--- src/hw/rtl/implicit_array_bst_assert.svh ---
// assertion macros for the implicit array search tree
`ifndef IMPLICIT_ARRAY_BST_ASSERT_SVH
`define IMPLICIT_ARRAY_BST_ASSERT_SVH

`ifndef SYNTHESIS
// property must hold at every clock edge out of reset
`define IAB_ASSERT(name, clk, rst_n, prop) \
  name: assert property (@(posedge clk) disable iff (!rst_n) prop) \
    else $error("assertion failed");
// condition must never be true out of reset
`define IAB_ASSERT_NEVER(name, clk, rst_n, cond) \
  name: assert property (@(posedge clk) disable iff (!rst_n) !(cond)) \
    else $error("forbidden condition seen");
`else
`define IAB_ASSERT(name, clk, rst_n, prop)
`define IAB_ASSERT_NEVER(name, clk, rst_n, cond)
`endif

`endif

--- src/hw/rtl/iabst_pkg.sv ---
package iabst_pkg;

  localparam int LEVELS_DEF    = 10;
  localparam int KEY_WIDTH_DEF = 32;
  localparam int IN_KEY_W      = 32;
  localparam int TREE_H_W      = 4;

  localparam logic MODE_INSERT = 1'b0;
  localparam logic MODE_SEARCH = 1'b1;

  typedef enum logic [1:0] {
    ST_INSERTED  = 2'd0,
    ST_PRESENT   = 2'd1,
    ST_NOT_FOUND = 2'd2,
    ST_NO_ROOM   = 2'd3
  } status_e;

  typedef struct packed {
    logic                       mode;
    logic signed [IN_KEY_W-1:0] key;
  } in_item_t;

  typedef struct packed {
    logic [1:0]          status;
    logic [TREE_H_W-1:0] tree_height;
  } out_item_t;

  // controller to datapath
  typedef struct packed {
    logic clr_step;
    logic start;
    logic step;
    logic emit;
  } ctrl_cmd_t;

  // datapath to controller
  typedef struct packed {
    logic clr_last;
    logic walk_done;
  } dp_sts_t;

endpackage

--- src/hw/rtl/iabst_ctrl.sv ---
module iabst_ctrl
  import iabst_pkg::*;
(
  input  logic      clk_i,
  input  logic      rst_ni,
  input  logic      in_valid_i,
  output logic      in_stall_o,
  output logic      out_valid_o,
  input  logic      out_stall_i,
  input  dp_sts_t   sts_i,
  output ctrl_cmd_t cmd_o
);

  typedef enum logic [1:0] {
    S_CLEAR,
    S_IDLE,
    S_WALK,
    S_EMIT
  } state_e;

  state_e state_q;
  logic   out_valid_q;
  logic   out_free;

  assign out_free = !out_valid_q || !out_stall_i;

  always_comb begin
    cmd_o          = '0;
    cmd_o.clr_step = (state_q == S_CLEAR);
    cmd_o.start    = (state_q == S_IDLE) && in_valid_i;
    cmd_o.step     = (state_q == S_WALK);
    cmd_o.emit     = (state_q == S_EMIT) && out_free;
  end

  assign in_stall_o  = (state_q != S_IDLE);
  assign out_valid_o = out_valid_q;

  always_ff @(posedge clk_i or negedge rst_ni) begin
    if (!rst_ni) begin
      state_q     <= S_CLEAR;
      out_valid_q <= 1'b0;
    end else begin
      if (cmd_o.emit) begin
        out_valid_q <= 1'b1;
      end else if (!out_stall_i) begin
        out_valid_q <= 1'b0;
      end
      case (state_q)
        S_CLEAR: begin
          if (sts_i.clr_last) state_q <= S_IDLE;
        end
        S_IDLE: begin
          if (in_valid_i) state_q <= S_WALK;
        end
        S_WALK: begin
          if (sts_i.walk_done) state_q <= S_EMIT;
        end
        S_EMIT: begin
          if (out_free) state_q <= S_IDLE;
        end
        default: begin
          state_q <= S_IDLE;
        end
      endcase
    end
  end

endmodule

--- config.mk ---
export PLATFORM = sky130hd
export DESIGN_NAME = iabst_ctrl
export DESIGN_NICKNAME = d
export VERILOG_FILES = /design/src/hw/rtl/implicit_array_bst_assert.svh /design/src/hw/rtl/iabst_pkg.sv /design/src/hw/rtl/iabst_ctrl.sv
export SDC_FILE = /design/constraint.sdc
export NUM_CORES = 1
export LEC_CHECK = 0
export BUFFER_PORTS_ARGS = -buffer_cell sky130_fd_sc_hd__buf_2
export CAP_MARGIN = 20
export CORE_AREA = 4 4 41 43
export DETAILED_ROUTE_END_ITERATION = 6
export DIE_AREA = 0 0 45 47
export GPL_TIMING_DRIVEN = 0
export SETUP_SLACK_MARGIN = 0.3
export SKIP_CTS_REPAIR_TIMING = 1
export SYNTH_ARGS = -nofsm -noshare
export SYNTH_HDL_FRONTEND = slang
export SYNTH_SLANG_ARGS = --single-unit
export TNS_END_PERCENT = 50
--- constraint.sdc ---
create_clock -name clk_i -period 1.74 [get_ports clk_i]
set_input_delay 0.522 -clock clk_i [delete_from_list [all_inputs] [get_ports clk_i]]
set_output_delay 0.522 -clock clk_i [all_outputs]
set_load 0.05 [all_outputs]
==> results_dict.tcl <==
set metrics [dict create \
    route.detailed.drc 0 \
    clock_insertion_delay_worst_skew_ns 0.24 \
    worst_clock_skew_ns 0.00876 \
    maxCapViolations 0 \
    count_of_fill_cells_added_during_filler_insertion 145 \
    final_period_minus_worst_setup_slack_ns 1.69 \
    first_iter_violations 1 \
    finalWeightedCongestion 0.705 \
    placement.cell_area_um2 328 \
    numClockSinks 3 \
    die_w_um 45 \
    synth_fp_nets 30 \
    met3RoutedLength_um 87 \
    yosysTopAreaCellShare_pct 31.9 \
    timing.critical_path.cells "inv_2, ha_4, and2_4, buf_8" \
    drtAntennaViolNets 0 \
    inst_count_dp 46 \
    finalCritPeriodShare_pct 97.3 \
    slew-limit-headroom_pct 87.2 \
    synth.yosys.seq_area_share_pct 31.9 \
    wl_met1_um 273 \
    crit_fanout 4 \
    synth.cell_area_um2 235 \
    clockBufferDepth 2 \
    postSynthCellCount 20 \
    antennaDiodeCount 0 \
    clk_transition_reported_paths_ns 0.04 \
    tightestPinTransition_ns 0.192 \
    critical_path.endpoint_type "primary output" \
    number_of_antenna_violations_at_the_first_check_in_global_routing 0 \
    most-common-layout-cells "sky130_fd_sc_hd__buf_2, sky130_fd_sc_hd__buf_8, sky130_fd_sc_hd__inv_2, sky130_fd_sc_hd__clkbuf_4, sky130_fd_sc_hd__dfrtp_2" \
    final-max-slew-violation-count 0 \
    yosys_top_cell_by_area "sky130_fd_sc_hd__dfrtp_1" \
    arrival_time_of_data_at_the_critical_path_endpoint_ns 1.17 \
    routed.top_layer "met4" \
    post_route_insts_no_fill 51 \
    overall_die_height_um 47 \
    dp.final_hpwl_um 420 \
    worst_ep_required_time_ns 1.22 \
    finalInstanceArea_um2 439 \
    synth_area_leaders "sky130_fd_sc_hd__dfrtp_1, sky130_fd_sc_hd__ha_1, sky130_fd_sc_hd__nand2b_2, sky130_fd_sc_hd__mux2_4, sky130_fd_sc_hd__o2111ai_2" \
    floorplan.io_pins 12 \
    via_count_of_the_first_global_routing_pass 221 \
    unrepaired_setup_endpoints_after_global_routing "true" \
    cts_made_buffers 3 \
    wl_per_cell_um 13.0 \
    hold_viol 0 \
    met2_wl_post_dr_um 291 \
    fp-row-count 13 \
    hp-class "input port to async pin" \
    dr_total_vias 227 \
    synth.distinct_cells 13 \
    cts_tree "built" \
    final_nets 47 \
    initial_core_util_pct 18.1 \
    critical_setup_path_kind "flop to primary output" \
    design.die.area_um2 2120 \
    viasPerCell 4.45 \
    critical-path-max-stage-delay_ns 0.43 \
    grt_max_degree 5 \
    cts-htree-levels 1 \
    layout.cells.most_common "sky130_fd_sc_hd__buf_2" \
    ys_warn_count 0 \
    grt.overflow.total 0 \
    synth.avg_cell_area_um2 11.8 \
    worst_setup_path_start_kind "flop" \
    report.power.total_uw 1030 \
    port-buffer-count 11 \
    syn2layout_area_growth_pct 86.7 \
    flop_and_latch_count_out_of_synthesis 3 \
    pwr_density_cell_nw_per_um2 2350 \
    drtPass1Iterations 2 \
    fmaxAchievable_mhz 590 \
    grt_use_total_pct 7.12 \
    vdd.ir_drop.worst_uv 770 \
    run_status "finished, final reports clean" \
    detail_route.wirelength_um 663 \
    drive_gt1_share_pct 91.7 \
    core-area_um2 1300 \
    clock-root-buffer "sky130_fd_sc_hd__clkbuf_4" \
    total_leakage_power_uw 0.000196 \
    cpMaxStageDelayCell "sky130_fd_sc_hd__dfrtp_2" \
    setup_viol 0 \
    grt_pass1_wl_um 931 \
]
==> worst paths after layout <==
path,startpoint,endpoint,slack (ns),cells after the start
max in group asynchronous,rst_ni,state_q[1]$_DFFE_PN0P_,1.53,1
worst max-delay path,state_q[1]$_DFFE_PN0P_,cmd_o[2],0.05,4
worst min register to register,out_valid_o$_DFFE_PN0P_,out_valid_o$_DFFE_PN0P_,0.57,1
min in group clk_i,out_valid_o$_DFFE_PN0P_,out_valid_o$_DFFE_PN0P_,0.57,1
worst min-delay path,rst_ni,state_q[0]$_DFFE_PN0P_,0.07,1
worst max register to register,state_q[0]$_DFFE_PN0P_,state_q[1]$_DFFE_PN0P_,0.36,5
==> cell type report <==
class,instances,area [um^2],area share (%)
clock buffer,4,26.3,5.98
timing repair buffer,12,111,25.4
multi-input combinational,14,193,43.9
sequential,3,78.8,17.9
inverter,3,11.3,2.56
tap,15,18.8,4.27
==> cell families (layout without fill, tap and decap cells) <==
| kind of cell | after synthesis | in the layout | synth area share [%] |
|---|---|---|---|
| mux | 1 | 1 | 6.38 |
| flops | 3 | 3 | 31.9 |
| compound gates | 5 | 5 | 21.3 |
| simple gates | 4 | 4 | 14.4 |
| fa+ha+maj | 4 | 4 | 21.3 |
| buf+inv | 3 | 19 | 4.79 |
==> registers in the layout (all words and copies together), names as in the netlist <==
name and count:
state_q 2, out_valid_o 1
==> metrics by stage <==
step / worst slack (ns) / util [%] / setup TNS (ns) / hold slack (ns)
after floorplan: 0.270 / - / 0 / 0.226
after global placement: 0.156 / 25.2 / 0 / 0.321
after detailed placement: 0.152 / 25.2 / 0 / 0.325
after CTS: -0.122 / 27.2 / -0.301 / 0.0657
after global routing: -0.00555 / 33.8 / -0.00555 / 0.0593
final: 0.0462 / 33.8 / 0 / 0.0749
==> power breakdown <==
part | switching, uW | internal (uW)
logic | 396 | 336
registers | 61.2 | 113
clock network | 39.3 | 86.2
total | 497 | 535
==> cells in the mapped netlist <==
cell type / number
sky130_fd_sc_hd__ha_1: 4
sky130_fd_sc_hd__inv_1: 2
sky130_fd_sc_hd__mux2_4: 1
sky130_fd_sc_hd__a41o_2: 1
sky130_fd_sc_hd__a21o_1: 1
sky130_fd_sc_hd__dfrtp_1: 3
sky130_fd_sc_hd__o2111ai_2: 1
sky130_fd_sc_hd__inv_2: 1
sky130_fd_sc_hd__a41oi_1: 1
sky130_fd_sc_hd__and2_1: 1
sky130_fd_sc_hd__nand2b_2: 2
sky130_fd_sc_hd__nand3_2: 1
sky130_fd_sc_hd__a21boi_0: 1
==> metal layers <==
layer | vias up | global-route usage [%]
li1 | 106 | -
met1 | 107 | 8.22
met2 | 12 | 8.19
met3 | 2 | 6.13
met4 | 0 | 5.26
met5 | - | 0
==> critical path, delay by kind of cell, from the launching register on <==
| kind | cells | cell delay (ns) |
|---|---|---|
| buf+inv | 2 | 0.23 |
| flops | 1 | 0.43 |
| fa+ha+maj | 1 | 0.14 |
| simple gates | 1 | 0.14 |
Note: power is estimated with default switching activity, not from simulation.
